`src/hw/rtl/jss_pkg.sv`:
```
// Shared types and constants for the JTAG scan sequencer.
`timescale 1ns / 1ps
`default_nettype none

package jss_pkg;

   // Request opcodes
   localparam logic [2:0] OP_RESET  = 3'd0;
   localparam logic [2:0] OP_IR     = 3'd1;
   localparam logic [2:0] OP_DR     = 3'd2;
   localparam logic [2:0] OP_DETECT = 3'd3;
   localparam logic [2:0] OP_IRLEN  = 3'd4;
   localparam logic [2:0] OP_TICK   = 3'd5;

   // Report kinds
   localparam logic [2:0] RPT_NONE      = 3'd0;
   localparam logic [2:0] RPT_DR        = 3'd1;
   localparam logic [2:0] RPT_IDCODE    = 3'd2;
   localparam logic [2:0] RPT_IRLEN     = 3'd3;
   localparam logic [2:0] RPT_IRLEN_NF  = 3'd4;

   localparam int RESET_CLOCKS = 6;
   localparam int IR_PRE_CLOCKS = 4;
   localparam int DR_PRE_CLOCKS = 3;
   localparam int DATA_W = 32;
   localparam int LEN_W = 6;
   localparam logic [7:0] EOC_BYTE = 8'h01;

   typedef enum logic [2:0] {
      CMD_IDLE,
      CMD_RESET,
      CMD_IR,
      CMD_DR,
      CMD_DETECT,
      CMD_IRLEN
   } cmd_type;

   typedef enum logic [1:0] {
      PH_PRE,
      PH_BODY,
      PH_POST
   } phase_type;

   typedef struct packed {
      logic              tms_out;
      logic              tdi_out;
      logic              busy_res;
      logic              sequence_done;
      logic [2:0]        report_kind;
      logic [DATA_W-1:0] report_value;
      logic [1:0]        device_index;
      logic              end_of_chain;
   } rsp_type;

endpackage

`default_nettype wire

```
`src/hw/rtl/jtag_scan_sequencer_core.sv`:
```
// JTAG scan sequencer: command decode, TAP walk, shift and capture, result buffering.
//
// Usage: send a command request (reset, IR scan, DR scan, chain walk, IR length
// probe) on the req_ channel, then one tick request per TCK clock carrying the
// TDO sampled for that clock. Each tick returns one result on the rsp_ channel:
// the TMS/TDI to present, busy/done flags and any report (DR word, IDCODE,
// IR length). Commands and unknown opcodes return nothing; a command sent
// while a sequence runs is dropped.
// A tick's result is registered into the result register, or into the skid entry when rsp_stall holds the output.
// Throughput: one request per cycle while req_stall is low; the whole tick is one pass of logic
// between the sequencer registers and the result register.
// The result register is backed by a one-entry skid buffer, so requests keep
// flowing while a result waits; req_stall rises only when the skid holds a
// result and falls the cycle after the receiver drains it.
// Reset (synchronous, active high) returns the sequencer to idle and empties
// both result entries; ticks while idle return an all-zero result.
`timescale 1ns / 1ps
`default_nettype none

module jtag_scan_sequencer_core
   import jss_pkg::*;
#(
   parameter int SCAN_WIDTH       = 32,
   parameter int DETECT_BIT_LIMIT = 100,
   parameter int IR_PROBE_LIMIT   = 30
) (
   input  wire logic              clock,
   input  wire logic              reset,
   input  wire logic              req_valid,
   output      logic              req_stall,
   input  wire logic [2:0]        req_opcode,
   input  wire logic [DATA_W-1:0] req_shift_value,
   input  wire logic [LEN_W-1:0]  req_shift_length,
   input  wire logic              req_tdo_in,
   output      logic              rsp_valid,
   input  wire logic              rsp_stall,
   output      logic              rsp_tms_out,
   output      logic              rsp_tdi_out,
   output      logic              rsp_busy_res,
   output      logic              rsp_sequence_done,
   output      logic [2:0]        rsp_report_kind,
   output      logic [DATA_W-1:0] rsp_report_value,
   output      logic [1:0]        rsp_device_index,
   output      logic              rsp_end_of_chain
);

   localparam int CNT_MAX0 = (DETECT_BIT_LIMIT > IR_PROBE_LIMIT) ?
                             DETECT_BIT_LIMIT : IR_PROBE_LIMIT;
   localparam int CNT_MAX  = (CNT_MAX0 > 64) ? CNT_MAX0 : 64;
   localparam int CNT_W    = $clog2(CNT_MAX + 1);
   localparam int MW       = $clog2(IR_PROBE_LIMIT);
   localparam int IDX_W    = $clog2(DATA_W);

   // Sequencer state
   cmd_type           cmd_ff, cmd_in;
   phase_type         phase_ff, phase_in;
   logic [CNT_W-1:0]  cnt_ff, cnt_in;
   logic [DATA_W-1:0] shift_ff, shift_in;
   logic [DATA_W-1:0] cap_ff, cap_in;
   logic [IDX_W-1:0]  id_cnt_ff, id_cnt_in;
   logic [1:0]        dev_ff, dev_in;
   logic              prev_tdo_ff, prev_tdo_in;
   logic [LEN_W-1:0]  len_ff, len_in;
   logic [MW-1:0]     irlen_ff, irlen_in;
   logic              irlen_found_ff, irlen_found_in;

   // Result buffer
   rsp_type out_ff, out_in, skid_ff, skid_in;
   logic    out_valid_ff, out_valid_in, skid_valid_ff, skid_valid_in;

   logic             accept, take, produce;
   rsp_type          res;
   logic [CNT_W-1:0] cnt_inc;
   logic [CNT_W:0]   len_sat;
   logic [DATA_W-1:0] cap_next;
   logic             stop, done, irpath;

   assign accept  = req_valid && !req_stall;
   assign take    = out_valid_ff && !rsp_stall;
   assign cnt_inc = cnt_ff + CNT_W'(1);

   always_comb begin
      cmd_in         = cmd_ff;
      phase_in       = phase_ff;
      cnt_in         = cnt_ff;
      shift_in       = shift_ff;
      cap_in         = cap_ff;
      id_cnt_in      = id_cnt_ff;
      dev_in         = dev_ff;
      prev_tdo_in    = prev_tdo_ff;
      len_in         = len_ff;
      irlen_in       = irlen_ff;
      irlen_found_in = irlen_found_ff;
      res            = '0;
      produce        = 1'b0;
      stop           = 1'b0;
      done           = 1'b0;
      irpath         = (cmd_ff == CMD_IR) || (cmd_ff == CMD_IRLEN);
      cap_next       = cap_ff;
      len_sat        = '0;

      if (accept && req_opcode == OP_TICK) begin
         produce = 1'b1;
         if (cmd_ff != CMD_IDLE) begin
            res.busy_res = 1'b1;
            case (cmd_ff)
               CMD_RESET: begin
                  if (cnt_ff < CNT_W'(RESET_CLOCKS)) begin
                     res.tms_out = 1'b1;
                     cnt_in = cnt_inc;
                  end else begin
                     done = 1'b1;
                  end
               end
               default: begin
                  case (phase_ff)
                     PH_PRE: begin
                        // IR path walks 1,1,0,0; DR path walks 1,0,0
                        res.tms_out = irpath ? (cnt_ff < CNT_W'(2)) : (cnt_ff < CNT_W'(1));
                        cnt_in = cnt_inc;
                        if (cnt_inc >= (irpath ? CNT_W'(IR_PRE_CLOCKS)
                                               : CNT_W'(DR_PRE_CLOCKS))) begin
                           phase_in = PH_BODY;
                           cnt_in = '0;
                        end
                     end
                     PH_BODY: begin
                        cnt_in = cnt_inc;
                        if (cmd_ff == CMD_IR || cmd_ff == CMD_DR) begin
                           res.tdi_out = shift_ff[0];
                           shift_in = shift_ff >> 1;
                           res.tms_out = (cnt_inc >= CNT_W'(len_ff));
                           if (cmd_ff == CMD_DR && cnt_ff < CNT_W'(DATA_W)) begin
                              cap_in = cap_ff | (DATA_W'(req_tdo_in) << cnt_ff[IDX_W-1:0]);
                           end
                           stop = res.tms_out;
                        end else if (cmd_ff == CMD_DETECT) begin
                           res.tdi_out = (cnt_ff == '0);
                           // skip a leading zero: device in bypass
                           if (id_cnt_ff != '0 || req_tdo_in) begin
                              cap_next = cap_ff | (DATA_W'(req_tdo_in) << id_cnt_ff);
                              cap_in = cap_next;
                              id_cnt_in = id_cnt_ff + IDX_W'(1);
                              if (id_cnt_ff == IDX_W'(DATA_W - 1)) begin
                                 res.report_kind = RPT_IDCODE;
                                 res.report_value = cap_next;
                                 res.device_index = dev_ff;
                                 res.end_of_chain = (cap_next[7:0] == EOC_BYTE);
                                 stop = res.end_of_chain;
                                 cap_in = '0;
                                 dev_in = dev_ff + 2'd1;
                              end
                           end
                           if (cnt_inc >= CNT_W'(DETECT_BIT_LIMIT)) begin
                              stop = 1'b1;
                           end
                        end else begin
                           res.tdi_out = (cnt_ff < CNT_W'(2));
                           if (cnt_ff == CNT_W'(1)) begin
                              prev_tdo_in = req_tdo_in;
                           end else if (cnt_ff >= CNT_W'(2)) begin
                              if (req_tdo_in && prev_tdo_ff) begin
                                 irlen_in = MW'(cnt_ff - CNT_W'(1));
                                 irlen_found_in = 1'b1;
                                 stop = 1'b1;
                              end
                              prev_tdo_in = req_tdo_in;
                           end
                           if (cnt_inc >= CNT_W'(IR_PROBE_LIMIT)) begin
                              stop = 1'b1;
                           end
                        end
                        if (stop) begin
                           phase_in = PH_POST;
                           cnt_in = '0;
                        end
                     end
                     default: begin
                        // Exit1 -> Update -> Idle; chain walk exits with TDI high
                        cnt_in = cnt_inc;
                        if (cmd_ff == CMD_IR || cmd_ff == CMD_DR) begin
                           res.tms_out = (cnt_inc < CNT_W'(2));
                           done = (cnt_inc >= CNT_W'(2));
                        end else begin
                           res.tms_out = (cnt_inc < CNT_W'(3));
                           done = (cnt_inc >= CNT_W'(3));
                        end
                        res.tdi_out = (cmd_ff == CMD_DETECT) && (cnt_ff == '0);
                        if (done && cmd_ff == CMD_DR) begin
                           res.report_kind = RPT_DR;
                           res.report_value = cap_ff;
                        end else if (done && cmd_ff == CMD_IRLEN) begin
                           if (irlen_found_ff) begin
                              res.report_kind = RPT_IRLEN;
                              res.report_value = DATA_W'(irlen_ff);
                           end else begin
                              res.report_kind = RPT_IRLEN_NF;
                           end
                        end
                     end
                  endcase
               end
            endcase
            if (done) begin
               res.busy_res = 1'b0;
               res.sequence_done = 1'b1;
               cmd_in = CMD_IDLE;
               phase_in = PH_PRE;
               cnt_in = '0;
            end
         end
      end else if (accept && cmd_ff == CMD_IDLE && req_opcode < OP_TICK) begin
         // saturate length: zero means one, cap at the scan width
         len_sat = (req_shift_length == '0) ? (CNT_W+1)'(1) : (CNT_W+1)'(req_shift_length);
         if (len_sat > (CNT_W+1)'(SCAN_WIDTH)) begin
            len_sat = (CNT_W+1)'(SCAN_WIDTH);
         end
         case (req_opcode)
            OP_RESET:  cmd_in = CMD_RESET;
            OP_IR:     cmd_in = CMD_IR;
            OP_DR:     cmd_in = CMD_DR;
            OP_DETECT: cmd_in = CMD_DETECT;
            default:   cmd_in = CMD_IRLEN;
         endcase
         phase_in       = PH_PRE;
         cnt_in         = '0;
         shift_in       = req_shift_value;
         cap_in         = '0;
         id_cnt_in      = '0;
         dev_in         = '0;
         prev_tdo_in    = 1'b0;
         len_in         = LEN_W'(len_sat);
         irlen_in       = '0;
         irlen_found_in = 1'b0;
      end
   end

   // Result register plus skid entry
   always_comb begin
      out_in        = out_ff;
      skid_in       = skid_ff;
      out_valid_in  = out_valid_ff;
      skid_valid_in = skid_valid_ff;
      if (skid_valid_ff) begin
         if (take) begin
            out_in = skid_ff;
            skid_valid_in = 1'b0;
         end
      end else if (produce) begin
         if (!out_valid_ff || take) begin
            out_in = res;
            out_valid_in = 1'b1;
         end else begin
            skid_in = res;
            skid_valid_in = 1'b1;
         end
      end else if (take) begin
         out_valid_in = 1'b0;
      end
   end

   always_ff @(posedge clock) begin
      if (reset) begin
         cmd_ff         <= CMD_IDLE;
         phase_ff       <= PH_PRE;
         cnt_ff         <= '0;
         shift_ff       <= '0;
         cap_ff         <= '0;
         id_cnt_ff      <= '0;
         dev_ff         <= '0;
         prev_tdo_ff    <= 1'b0;
         len_ff         <= '0;
         irlen_ff       <= '0;
         irlen_found_ff <= 1'b0;
         out_valid_ff   <= 1'b0;
         skid_valid_ff  <= 1'b0;
      end else begin
         cmd_ff         <= cmd_in;
         phase_ff       <= phase_in;
         cnt_ff         <= cnt_in;
         shift_ff       <= shift_in;
         cap_ff         <= cap_in;
         id_cnt_ff      <= id_cnt_in;
         dev_ff         <= dev_in;
         prev_tdo_ff    <= prev_tdo_in;
         len_ff         <= len_in;
         irlen_ff       <= irlen_in;
         irlen_found_ff <= irlen_found_in;
         out_valid_ff   <= out_valid_in;
         skid_valid_ff  <= skid_valid_in;
      end
   end

   always_ff @(posedge clock) begin
      out_ff  <= out_in;
      skid_ff <= skid_in;
   end

   assign req_stall         = skid_valid_ff;
   assign rsp_valid         = out_valid_ff;
   assign rsp_tms_out       = out_ff.tms_out;
   assign rsp_tdi_out       = out_ff.tdi_out;
   assign rsp_busy_res      = out_ff.busy_res;
   assign rsp_sequence_done = out_ff.sequence_done;
   assign rsp_report_kind   = out_ff.report_kind;
   assign rsp_report_value  = out_ff.report_value;
   assign rsp_device_index  = out_ff.device_index;
   assign rsp_end_of_chain  = out_ff.end_of_chain;

`ifndef ASSERT_OFF
   a_skid_needs_out: assert property (@(posedge clock) disable iff (reset)
      skid_valid_ff |-> out_valid_ff)
      else $error("skid entry holds a result while the output register is empty");

   a_done_not_busy: assert property (@(posedge clock) disable iff (reset)
      (rsp_valid && rsp_sequence_done) |-> !rsp_busy_res)
      else $error("result flags both done and busy");

   a_idle_clean: assert property (@(posedge clock) disable iff (reset)
      (cmd_ff == CMD_IDLE) |-> (phase_ff == PH_PRE && cnt_ff == '0))
      else $error("idle sequencer with stale phase or counter");

   a_idcode_busy: assert property (@(posedge clock) disable iff (reset)
      (rsp_valid && rsp_report_kind == RPT_IDCODE) |-> (rsp_busy_res && !rsp_sequence_done))
      else $error("idcode report on a finishing tick");
`endif

endmodule

`default_nettype wire
```
`config.mk`:
```
export PLATFORM = sky130hd
export DESIGN_NAME = jtag_scan_sequencer_core
export DESIGN_NICKNAME = d
export VERILOG_FILES = /design/src/hw/rtl/jss_pkg.sv /design/src/hw/rtl/jtag_scan_sequencer_core.sv
export SDC_FILE = /design/constraint.sdc
export NUM_CORES = 1
export LEC_CHECK = 0
export BUFFER_PORTS_ARGS = -buffer_cell sky130_fd_sc_hd__buf_2
export CORE_ASPECT_RATIO = 1.4
export CORE_MARGIN = 2
export CORE_UTILIZATION = 30
export CTS_BUF_LIST = sky130_fd_sc_hd__clkbuf_8
export DETAILED_ROUTE_END_ITERATION = 12
export SLEW_MARGIN = 10
export SYNTH_ARGS = -nofsm -noshare
export SYNTH_HDL_FRONTEND = slang
export SYNTH_SLANG_ARGS = --single-unit
```
`constraint.sdc`:
```
create_clock -name clock -period 7.75 [get_ports clock]
set_input_delay 0.775 -clock clock [delete_from_list [all_inputs] [get_ports clock]]
set_output_delay 0.775 -clock clock [all_outputs]
set_load 0.05 [all_outputs]
```
==> metrics.log, run 1 <==
INFO  metric path_max_fanout = 20
INFO  metric route.vias.total = 8,098
INFO  metric syn-mean-instance-area = 8.94 µm²
INFO  metric die-area = 32,600 µm²
INFO  metric syn_nets = 1,108
INFO  metric area_growth = 11.6%
INFO  metric finalCritPeriodShare = 0.436
INFO  metric cts_resized = 0
INFO  metric synth-edff-count = 84
INFO  metric cts_buffers = 17
INFO  metric crit_path_end = cnt_ff[1]$_SDFFE_PP0P_
INFO  metric grt_util_all_layers = 0.160
INFO  metric first_drt_iteration_drcs = 680
INFO  metric floorplan.io_pins = 90
INFO  metric clkSlewWorstSetupHoldPaths = 0.11 ns
INFO  metric gpl.final_weighted_congestion = 0.879
INFO  metric syn_inst = 1,045
INFO  metric clock_tree_sinks = 182
INFO  metric h_tree_level_count = 4
INFO  metric die_w = 153 µm
INFO  metric detailedPlacementHpwl = 16,900 µm
INFO  metric grt_remaining_overflow = 0
INFO  metric rrSetupSlack = 4.37 ns
INFO  metric worst_ep_arrival_time = 3.80 ns
INFO  metric clkLatencyLatePin = 0.50 ns
INFO  metric startpoint = cnt_ff[2]$_SDFFE_PP0P_
INFO  metric max-vdd-ir-drop = 0.000117 V
INFO  metric num_antenna_cells = 0
INFO  metric average_wire_per_cell_in_the_routed_design = 17.7 µm
INFO  metric netlist_top_cells_area = sky130_fd_sc_hd__edfxtp_1, sky130_fd_sc_hd__dfxtp_1, sky130_fd_sc_hd__a21oi_1
INFO  metric worstHoldPathType = reg2reg
INFO  metric dominantRegCellSynth = sky130_fd_sc_hd__dfxtp_1
INFO  metric die_height = 213 µm
INFO  metric drive_gt1_frac = 0.153
INFO  metric setup_viol_count_final = 0
INFO  metric max_slew.worst_pin.slew = 1.07 ns
INFO  metric grt_pass1_vias = 7,711
INFO  metric yosysUniqueCellTypes = 74
INFO  metric category_of_the_most_critical_setup_path = reg2reg
INFO  metric worst-endpoint-required = 8.17 ns
INFO  metric cts_post_setup_buffers_inserted = 0
INFO  metric drtPass1Iterations = 5
INFO  metric fin_worst_skew = 0.0175 ns
INFO  metric cp-end-kind = register
INFO  metric post_cts_hold_buffer_count = 0
INFO  metric wl = 26,300 µm
INFO  metric rows = 76
INFO  metric timing.max_slew.rel_slack = 0.287
INFO  metric clock.fmax = 296 MHz
INFO  metric tritoncts = yes
INFO  metric drt-vias-per-instance = 5.45
INFO  metric synth.cell_area = 9350 µm²
INFO  metric worst_setup_path_start_kind = register
INFO  metric leading_area_contributor_after_synthesis = sky130_fd_sc_hd__edfxtp_1
INFO  metric grt_first_pass_wirelength = 41,800 µm
INFO  metric yosys.area.top_type_share = 0.270
INFO  metric async_flop_share = 0
INFO  metric power_leakage = 4.05 nW
INFO  metric floorplan.initialDensity = 0.304
INFO  metric finalNetCount = 1,145
INFO  metric slew_viol_final = 0
INFO  metric final-hold-violation-count = 0
INFO  metric rr_startpoint = cnt_ff[2]$_SDFFE_PP0P_
INFO  metric grt_start_max_net_pins = 64
INFO  metric place.port_buffers = 89
INFO  metric worstReg2RegEnd = cnt_ff[1]$_SDFFE_PP0P_
INFO  metric outcome = complete, no violations
INFO  metric fin_tns_setup = 0 ns
INFO  metric clk_path_buf_depth = 2
INFO  metric yosys_warnings = 0
INFO  metric detail-route-antenna-nets = 0
INFO  metric core_area = 30,700 µm²
INFO  metric final_min_period = 3.38 ns
INFO  metric fraction_of_the_yosys_area_taken_by_sequential_cells = 0.480
INFO  metric cts_root_buffer = sky130_fd_sc_hd__clkbuf_8
INFO  metric pnr_total_power = 1.82 mW
INFO  metric postSynthRegisterBits = 182
INFO  metric maxCapViolations = 0
INFO  metric post-route-drc-count = 0
INFO  metric timing.reg2reg.worst_path_depth = 10
INFO  metric rsz_0062_raised_after_global_routing = no
INFO  metric antenna_found_initial = 0
INFO  metric power_per_cell_area = 174 nW/µm²
==> routing by layer <==
layer  GRT usage  routed length [µm]  part of all wire  vias up
li1            -                   -                 -     3886
met1       0.200               11200              0.43     3864
met2       0.264               12700              0.48      288
met3      0.0286                1380             0.053       60
met4      0.0817                1050             0.040        0
met5           0                   0                 0        -
==> layout make-up <==
cell class | instances | area (µm²)
well taps | 390 | 488
inverters | 22 | 83.8
repair buffers | 99 | 520
clock buffers | 17 | 234
clock inverters | 15 | 136
fillers | 3173 | 20300
multi-input cells | 760 | 4480
flip-flops and latches | 182 | 4490
==> cell families after synthesis <==
| family | Yosys count | synth area share |
|---|---|---|
| xor gates and xnor gates | 10 | 0.00937 |
| muxes | 2 | 0.00214 |
| DFF | 182 | 0.480 |
| and+or+nand+nor | 404 | 0.201 |
| AOI/OAI and AO/OA | 327 | 0.239 |
| buffers and inverters | 103 | 0.0461 |
| adders and majority gates | 17 | 0.0228 |
==> placed cells by master (no fill, tap or decap), types with 4 or more instances in the layout <==
cell,instances
sky130_fd_sc_hd__dfxtp_1,96
sky130_fd_sc_hd__nor2b_1,8
sky130_fd_sc_hd__a311oi_1,32
sky130_fd_sc_hd__a21o_1,39
sky130_fd_sc_hd__a2bb2oi_1,32
sky130_fd_sc_hd__buf_2,89
sky130_fd_sc_hd__edfxtp_1,84
sky130_fd_sc_hd__inv_6,6
sky130_fd_sc_hd__nand4_1,6
sky130_fd_sc_hd__a21oi_1,129
sky130_fd_sc_hd__a22oi_1,6
sky130_fd_sc_hd__ha_1,17
sky130_fd_sc_hd__or3_1,11
sky130_fd_sc_hd__nand3b_1,6
sky130_fd_sc_hd__o21ai_0,10
sky130_fd_sc_hd__xor2_1,5
sky130_fd_sc_hd__clkbuf_8,17
sky130_fd_sc_hd__a31oi_1,4
sky130_fd_sc_hd__xnor2_1,5
sky130_fd_sc_hd__nor3_1,43
sky130_fd_sc_hd__and3_1,5
sky130_fd_sc_hd__buf_4,10
sky130_fd_sc_hd__nor2_1,124
sky130_fd_sc_hd__nand3_1,20
sky130_fd_sc_hd__o22ai_1,31
sky130_fd_sc_hd__or2_2,4
sky130_fd_sc_hd__inv_1,21
sky130_fd_sc_hd__nand2_1,139
sky130_fd_sc_hd__and2_1,4
sky130_fd_sc_hd__nand2b_1,9
==> sequential cells by signal, summed over array words and instances (netlist names), 2 cells and up <==
signal and cells:
rsp_report_kind 3, cnt_ff 7, phase_ff 2, cap_ff 32, irlen_ff 5, id_cnt_ff 5, len_ff 6, dev_ff 2
shift_ff 32, rsp_report_value 32, rsp_device_index 2, skid_ff 42, cmd_ff 3
==> cells in the mapped netlist (all sizes together), types with 5 or more instances <==
cell type and count:
a21o 39, a21oi 131, a22oi 6, a2bb2oi 32
a311oi 33, and3 6, buf 24, clkbuf 57
dfxtp 98, edfxtp 84, ha 17, inv 21
nand2 139, nand2b 10, nand3 22, nand3b 6
nand4 6, nor2 125, nor2b 10, nor3 44
nor4 5, o21ai 14, o22ai 32, or2 5
or3 12, xnor2 5, xor2 5
==> worst max-delay path: stages, from the launching register on <==
cell and delay [ns]:
sky130_fd_sc_hd__dfxtp_1 0.86, sky130_fd_sc_hd__nand3_2 0.26, sky130_fd_sc_hd__o21ai_0 0.35, sky130_fd_sc_hd__nand2_1 0.16, sky130_fd_sc_hd__ha_1 0.31, sky130_fd_sc_hd__a21oi_1 0.14
sky130_fd_sc_hd__nand2_1 0.07, sky130_fd_sc_hd__a311oi_1 0.46, sky130_fd_sc_hd__o32a_2 0.34, sky130_fd_sc_hd__o2111ai_2 0.12, sky130_fd_sc_hd__a211oi_2 0.23
==> worst min path at each step <==
| stage | start | cells after the start | end |
|---|---|---|---|
| 2_1_floorplan | len_ff[1]$_SDFFE_PP0P_ | 2 | len_ff[1]$_SDFFE_PP0P_ |
| 3_3_place_gp | len_ff[4]$_SDFFE_PP0P_ | 2 | len_ff[4]$_SDFFE_PP0P_ |
| 3_5_place_dp | shift_ff[31]$_SDFFE_PP0P_ | 2 | shift_ff[31]$_SDFFE_PP0P_ |
| 4_1_cts | len_ff[4]$_SDFFE_PP0P_ | 2 | len_ff[4]$_SDFFE_PP0P_ |
| 5_1_grt | len_ff[4]$_SDFFE_PP0P_ | 2 | len_ff[4]$_SDFFE_PP0P_ |
| 6_report | shift_ff[31]$_SDFFE_PP0P_ | 2 | shift_ff[31]$_SDFFE_PP0P_ |
==> power breakdown <==
group	internal [mW]	leakage [nW]	switching, mW
combinational	0.0518	2.16	0.109
clock	0.234	0.183	0.390
sequential	1.02	1.71	0.0149
==> stage by stage <==
stage / util / worst slack (ns) / std cells / instance area (µm²) / hold WS (ns)
2_1_floorplan: - / 3.32 / 1045 / 9350 / 0.432
5_1_grt: 0.339 / 4.03 / 1485 / 10400 / 0.470
3_5_place_dp: 0.327 / 4.26 / 1453 / 10100 / 0.445
3_3_place_gp: 0.327 / 4.33 / 1453 / 10100 / 0.442
6_report: 0.339 / 4.37 / 1485 / 10400 / 0.457
4_1_cts: 0.339 / 4.41 / 1485 / 10400 / 0.460
No activity file was read; power rests on OpenSTA's default activity.
==> run 2, diff against run 1 <==
==> constraint.sdc (replaced) <==
create_clock -name clock -period 3.55 [get_ports clock]
set_input_delay 0.355 -clock clock [delete_from_list [all_inputs] [get_ports clock]]
set_output_delay 0.355 -clock clock [all_outputs]
set_load 0.05 [all_outputs]
==> run 2 against run 1 <==
  * Final area rose by 1.2%
  * Critical path depth rose by 1
  * Combinational power rose by 120%
  * Sequential power rose by 120%
  * Register-to-register slack got worse by 4.0 ns
  * Clock skew rose by 0.0093 ns
  * Non-clock buffer count rose by 15
  * Critical path type unchanged
  * Via count fell by 0.46%
  * Utilization rose by 0.40 points
  * Die area did not move
  * Largest cell class unchanged
  * Final cell count rose by 1.0%
==> metrics.log, run 2 (synthesis gave the netlist of run 1 again) <==
INFO  metric post-route-drc-count = 0
INFO  metric die_w = 153 µm
INFO  metric grt_first_pass_wirelength = 42,600 µm
INFO  metric first_drt_iteration_drcs = 754
INFO  metric clock_tree_sinks = 182
INFO  metric power_leakage = 4.14 nW
INFO  metric cts_resized = 0
INFO  metric cts_root_buffer = sky130_fd_sc_hd__clkbuf_8
INFO  metric max_slew.worst_pin.slew = 1.01 ns
INFO  metric finalCritPeriodShare = 0.899
INFO  metric die-area = 32,600 µm²
INFO  metric clkLatencyLatePin = 0.50 ns
INFO  metric netSwitchingPower = 1.12 mW
INFO  metric drtPass1Iterations = 5
INFO  metric place_ws = 0.478 ns
INFO  metric commonest_cells_after_routing_fill_and_taps_aside = sky130_fd_sc_hd__nand2_1, sky130_fd_sc_hd__a21oi_1, sky130_fd_sc_hd__nor2_1
INFO  metric clock.fmax = 313 MHz
INFO  metric antenna_found_initial = 0
INFO  metric post_cts_hold_buffer_count = 0
INFO  metric place.port_buffers = 89
INFO  metric final_min_period = 3.19 ns
INFO  metric rr_startpoint = cnt_ff[0]$_SDFFE_PP0P_
INFO  metric path_max_fanout = 16
INFO  metric average_wire_per_cell_in_the_routed_design = 17.9 µm
INFO  metric fin_worst_skew = 0.0268 ns
INFO  metric fillerInstances = 3,207
INFO  metric crit_path_end = cnt_ff[1]$_SDFFE_PP0P_
INFO  metric wl = 26,900 µm
INFO  metric p_clk_frac = 0.353
INFO  metric critical_path.most_common_cell = sky130_fd_sc_hd__ha_1
INFO  metric startpoint = cnt_ff[0]$_SDFFE_PP0P_
INFO  metric critPathSlowestCell = sky130_fd_sc_hd__dfxtp_1
INFO  metric sequential_cell_area = 4490 µm²
INFO  metric power_report.internal_total = 2.92 mW
INFO  metric seq_power_share = 0.559
INFO  metric rows = 76
INFO  metric setup_viol_count_final = 0
INFO  metric clkSlewWorstSetupHoldPaths = 0.12 ns
INFO  metric maxCapViolations = 0
INFO  metric path_cells = ha_1 > nand3_1 > xnor2_1 > inv_1 > ha_1 > a21oi_1 > nand2_1 > a311oi_1 > o32a_2 > o2111ai_2 > a211oi_2
INFO  metric critPathMaxStageDelay = 0.68 ns
INFO  metric grt_pass1_vias = 7,673
INFO  metric floorplan.io_pins = 90
INFO  metric floorplan.initialDensity = 0.304
INFO  metric cp-end-kind = register
INFO  metric timing.max_slew.rel_slack = 0.329
INFO  metric final-hold-violation-count = 0
INFO  metric cts_buffers = 17
INFO  metric h_tree_level_count = 4
INFO  metric grt_util_all_layers = 0.164
INFO  metric most_frequent_standard_cell_in_the_layout_excluding_fill_and_tap_cells = sky130_fd_sc_hd__nand2_1
INFO  metric clk_path_buf_depth = 2
INFO  metric fin_tns_setup = 0 ns
INFO  metric worstHoldPathType = in2reg
INFO  metric area_growth = 12.9%
INFO  metric num_antenna_cells = 0
INFO  metric drt-vias-per-instance = 5.37
INFO  metric timing.final.ws_setup = 0.358 ns
INFO  metric worst_setup_path_start_kind = register
INFO  metric outcome = complete, no violations
INFO  metric finalNetCount = 1,160
INFO  metric grt_remaining_overflow = 0
INFO  metric category_of_the_most_critical_setup_path = reg2reg
INFO  metric largest_reg_flops = 42
INFO  metric power_per_cell_area = 383 nW/µm²
INFO  metric gpl.final_weighted_congestion = 0.894
INFO  metric drive_gt1_frac = 0.162
INFO  metric worstReg2RegEnd = cnt_ff[1]$_SDFFE_PP0P_
INFO  metric max-vdd-ir-drop = 0.000241 V
INFO  metric worst_ep_arrival_time = 3.62 ns
INFO  metric register_with_the_highest_flop_count = skid_ff
INFO  metric detailedPlacementHpwl = 17,700 µm
INFO  metric multi_input_area = 4460 µm²
INFO  metric slew_viol_final = 0
INFO  metric power.share.combinational = 0.088
INFO  metric rrSetupSlack = 0.36 ns
INFO  metric detail-route-antenna-nets = 0
INFO  metric die_height = 213 µm
INFO  metric worst-endpoint-required = 3.98 ns
INFO  metric rsz_0062_raised_after_global_routing = no
INFO  metric route.vias.total = 8,061
INFO  metric timing.reg2reg.worst_path_depth = 11
INFO  metric grt_start_max_net_pins = 75
INFO  metric tritoncts = yes
INFO  metric p_sw_frac = 0.277
INFO  metric core_area = 30,700 µm²
INFO  metric cts_post_setup_buffers_inserted = 0
==> run 2: worst max-delay path, delay by kind of cell (launching register included) <==
family | cells | cell delay, ns
flip-flops | 1 | 0.68
AO/OA/AOI/OAI | 5 | 1.29
adder cells (fa/ha/maj) | 2 | 0.63
AND/OR/NAND/NOR | 2 | 0.21
buffers and inverters | 1 | 0.10
XOR/XNOR | 1 | 0.21
==> run 2: per-stage QoR <==
step / hold slack [ns] / utilization / total power [mW] / area, µm² / std cells
global route: 0.0848 / 0.343 / 4.21 / 10600 / 1500
floorplan: 0.432 / - / 2.55 / 9350 / 1045
detailed placement: 0.446 / 0.331 / 2.66 / 10200 / 1468
CTS: 0.0713 / 0.343 / 4.09 / 10600 / 1500
finish: 0.104 / 0.343 / 4.04 / 10600 / 1500
global placement: 0.442 / 0.331 / 2.66 / 10200 / 1468
==> run 2: area by class of cell <==
class / instances / area share
clock buffer: 17 / 0.0222
clock inverter: 15 / 0.0135
inverter: 22 / 0.00795
multi-input combinational: 760 / 0.423
sequential: 182 / 0.425
tap: 390 / 0.0463
timing repair buffer: 114 / 0.0624
==> run 2: how the worst min path moves through the flow <==
stage                               from                         to  slack [ns]  depth (start not counted)
6_report             req_shift_value[21]  shift_ff[21]$_SDFFE_PP0P_        0.10                          3
2_1_floorplan     len_ff[1]$_SDFFE_PP0P_     len_ff[1]$_SDFFE_PP0P_        0.43                          2
3_5_place_dp    irlen_ff[3]$_SDFFE_PP0P_   irlen_ff[3]$_SDFFE_PP0P_        0.45                          2
4_1_cts              req_shift_value[21]  shift_ff[21]$_SDFFE_PP0P_        0.07                          3
5_1_grt              req_shift_value[27]  shift_ff[27]$_SDFFE_PP0P_        0.08                          3
3_3_place_gp   shift_ff[31]$_SDFFE_PP0P_  shift_ff[31]$_SDFFE_PP0P_        0.44                          2
==> run 2: power groups by stage <==
stage / clock, mW / sequential (mW) / combinational (mW)
floorplan: 0 / 2.31 / 0.241
global placement: 0 / 2.30 / 0.353
detailed placement: 0 / 2.30 / 0.356
CTS: 1.47 / 2.26 / 0.357
global route: 1.55 / 2.26 / 0.397
finish: 1.42 / 2.26 / 0.357
==> run 2: routing by layer <==
metal / GRT usage / part of all wire / vias up / wire [µm]
met5: 0 / 0 / - / 0
met4: 0.0808 / 0.040 / 0 / 1080
met3: 0.0341 / 0.054 / 65 / 1440
met2: 0.271 / 0.48 / 277 / 12900
met1: 0.203 / 0.42 / 3806 / 11400
li1: - / - / 3913 / -
==> run 3, diff against run 2 <==
--- a/config.mk
+++ b/config.mk
@@ -6,11 +6,14 @@
 export NUM_CORES = 1
 export LEC_CHECK = 0
 export BUFFER_PORTS_ARGS = -buffer_cell sky130_fd_sc_hd__buf_2
+export CELL_PAD_IN_SITES_DETAIL_PLACEMENT = 1
+export CELL_PAD_IN_SITES_GLOBAL_PLACEMENT = 2
 export CORE_ASPECT_RATIO = 1.4
 export CORE_MARGIN = 2
 export CORE_UTILIZATION = 30
 export CTS_BUF_LIST = sky130_fd_sc_hd__clkbuf_8
 export DETAILED_ROUTE_END_ITERATION = 12
+export PLACE_DENSITY_LB_ADDON = 0.1
 export SLEW_MARGIN = 10
 export SYNTH_ARGS = -nofsm -noshare
 export SYNTH_HDL_FRONTEND = slang
==> run 3 against run 2 <==
  * Combinational power grew 5.6%
  * Clock power increased by 6%
  * Flip-flop and latch count is the same
  * Critical endpoint is now rsp_report_value[3]$_DFFE_PP_
  * Largest cell class unchanged
  * Via count up 0.66%
  * Utilization is 0.43 points higher
  * Die area stayed put
  * Sequential power barely moved
  * Largest power group unchanged
  * Register-to-register slack improved by 0.02 ns
  * Sequential share of layout area is 0.52 points lower
  * First-iteration DRC count shrank 39%
  * Wire length up 18%
  * Worst hold slack got worse by 0.0032 ns
  * Critical path type unchanged
==> metrics.log, run 3 (synthesis gave the netlist of run 1 again) <==
INFO  metric outcome = complete, no violations
INFO  metric rsz_0062_raised_after_global_routing = no
INFO  metric fin_worst_skew = 0.0183 ns
INFO  metric timing.reg2reg.worst_path_depth = 9
INFO  metric die-area = 32,600 µm²
INFO  metric detailedPlacementHpwl = 21,200 µm
INFO  metric fin_tns_setup = 0 ns
INFO  metric num_antenna_cells = 0
INFO  metric finalCritPeriodShare = 0.893
INFO  metric slew_viol_final = 0
INFO  metric grt_remaining_overflow = 0
INFO  metric wl = 31,600 µm
INFO  metric max-vdd-ir-drop = 0.000217 V
INFO  metric first_drt_iteration_drcs = 459
INFO  metric final_min_period = 3.17 ns
INFO  metric hold-path-endpoint = shift_ff[31]$_SDFFE_PP0P_
INFO  metric drt-vias-per-instance = 5.37
INFO  metric final-hold-violation-count = 0
INFO  metric clkLatencyLatePin = 0.51 ns
INFO  metric post-route-drc-count = 0
INFO  metric path_max_fanout = 33
INFO  metric worst_setup_path_start_kind = register
INFO  metric route.vias.total = 8,114
INFO  metric register_with_the_highest_flop_count = skid_ff
INFO  metric cts_post_setup_buffers_inserted = 0
INFO  metric commonest_cells_after_routing_fill_and_taps_aside = sky130_fd_sc_hd__nand2_1, sky130_fd_sc_hd__a21oi_1, sky130_fd_sc_hd__nor2_1
INFO  metric post_cts_hold_buffer_count = 0
INFO  metric category_of_the_most_critical_setup_path = reg2reg
INFO  metric rrSetupSlack = 0.38 ns
INFO  metric grt_pass1_vias = 8,454
INFO  metric rr_startpoint = cnt_ff[1]$_SDFFE_PP0P_
INFO  metric maxCapViolations = 0
INFO  metric drive_gt1_frac = 0.170
INFO  metric fillerInstances = 3,646
INFO  metric max_slew.worst_pin.slew = 0.848 ns
INFO  metric worstHoldPathType = in2reg
INFO  metric grt_first_pass_wirelength = 49,500 µm
INFO  metric cts_root_buffer = sky130_fd_sc_hd__clkbuf_8
INFO  metric most_frequent_standard_cell_in_the_layout_excluding_fill_and_tap_cells = sky130_fd_sc_hd__nand2_1
INFO  metric tritoncts = yes
INFO  metric h_tree_level_count = 4
INFO  metric clock.fmax = 315 MHz
INFO  metric power_per_cell_area = 387 nW/µm²
INFO  metric largest_reg_flops = 42
INFO  metric finalNetCount = 1,170
INFO  metric detail-route-antenna-nets = 0
INFO  metric average_wire_per_cell_in_the_routed_design = 20.9 µm
INFO  metric rows = 76
INFO  metric grt_util_all_layers = 0.197
INFO  metric clkSlewWorstSetupHoldPaths = 0.11 ns
INFO  metric floorplan.io_pins = 90
INFO  metric worstReg2RegEnd = rsp_report_value[3]$_DFFE_PP_
INFO  metric cts_resized = 0
INFO  metric setup_viol_count_final = 0
INFO  metric place_area = 10,300 µm²
INFO  metric worst_ep_arrival_time = 3.45 ns
INFO  metric worst-endpoint-required = 3.83 ns
INFO  metric core_area = 30,700 µm²
INFO  metric cts_buffers = 17
INFO  metric cp-end-kind = register
INFO  metric timing.max_slew.rel_slack = 0.434
INFO  metric clock_tree_sinks = 182
INFO  metric floorplan.initialDensity = 0.304
INFO  metric grt_start_max_net_pins = 80
INFO  metric clk_path_buf_depth = 2
INFO  metric power_leakage = 4.21 nW
INFO  metric area_growth = 14.3%
INFO  metric min_delay_path_depth = 3
INFO  metric final_area = 10,700 µm²
INFO  metric gpl.final_weighted_congestion = 0.802
INFO  metric place.port_buffers = 89
INFO  metric die_height = 213 µm
INFO  metric drtPass1Iterations = 4
INFO  metric antenna_found_initial = 1
INFO  metric hold_start = req_shift_value[31]
INFO  metric die_w = 153 µm
run 3: cell types whose count changed in the layout (fill, tap and decap cells not counted), moves of 2 or more:
cell,delta
sky130_fd_sc_hd__clkinv_4,+2
sky130_fd_sc_hd__inv_4,-2
sky130_fd_sc_hd__inv_6,-6
sky130_fd_sc_hd__buf_4,+9
sky130_fd_sc_hd__clkbuf_8,+3
run 3: report_power, final:
part / switching, mW / internal [mW]
registers: 0.0330 / 2.22
logic: 0.255 / 0.122
clock network: 0.815 / 0.681
total: 1.10 / 3.03
run 3: layer usage:
| metal | vias up | global-route usage | wire length (µm) |
|---|---|---|---|
| met5 | - | 0 | 11 |
| met2 | 135 | 0.363 | 16600 |
| met1 | 4012 | 0.232 | 13500 |
| met4 | 2 | 0.0763 | 522 |
| li1 | 3936 | - | - |
| met3 | 29 | 0.0272 | 943 |
run 3: critical path, stage by stage (launching register included):
cell and delay, ns:
sky130_fd_sc_hd__dfxtp_1 0.54, sky130_fd_sc_hd__ha_1 0.24, sky130_fd_sc_hd__buf_4 0.15, sky130_fd_sc_hd__nand2_1 0.07, sky130_fd_sc_hd__o21ai_0 0.34, sky130_fd_sc_hd__nand4_1 0.25
sky130_fd_sc_hd__o311a_2 0.74, sky130_fd_sc_hd__a22oi_1 0.29, sky130_fd_sc_hd__a2bb2oi_1 0.12, sky130_fd_sc_hd__a21o_1 0.17
run 3: cell type report:
| class | instances | area, µm² | share of cell area |
|---|---|---|---|
| clock buffers | 20 | 275 | 0.0258 |
| well taps | 390 | 488 | 0.0457 |
| repair buffers | 124 | 746 | 0.0698 |
| clock inverters | 12 | 130 | 0.0122 |
| multi-input cells | 760 | 4470 | 0.419 |
| flip-flops and latches | 182 | 4490 | 0.420 |
| inverters | 22 | 83.8 | 0.00785 |
run 3: metrics by stage:
step                      utilization  total power [mW]  hold slack, ns  setup WS, ns  instances
after detailed placement        0.335              2.69           0.451         0.356       1478
after floorplan                     -              2.55           0.432         0.125       1045
after global routing            0.348              4.32          0.0820        0.0875       1510
final                           0.348              4.13           0.101         0.380       1510
after global placement          0.335              2.68           0.442         0.577       1478
after CTS                       0.348              4.21          0.0506         0.365       1510
run 3: how the worst max path moves through the flow:
stage	from	end	slack, ns
2_1_floorplan	req_stall$_SDFF_PP0_	rsp_busy_res$_DFFE_PP_	0.12
3_3_place_gp	cnt_ff[1]$_SDFFE_PP0P_	rsp_report_value[8]$_DFFE_PP_	0.58
3_5_place_dp	cnt_ff[1]$_SDFFE_PP0P_	rsp_report_value[3]$_DFFE_PP_	0.36
4_1_cts	cnt_ff[1]$_SDFFE_PP0P_	rsp_report_value[3]$_DFFE_PP_	0.36
5_1_grt	cnt_ff[1]$_SDFFE_PP0P_	rsp_report_value[3]$_DFFE_PP_	0.09
6_report	cnt_ff[1]$_SDFFE_PP0P_	rsp_report_value[3]$_DFFE_PP_	0.38
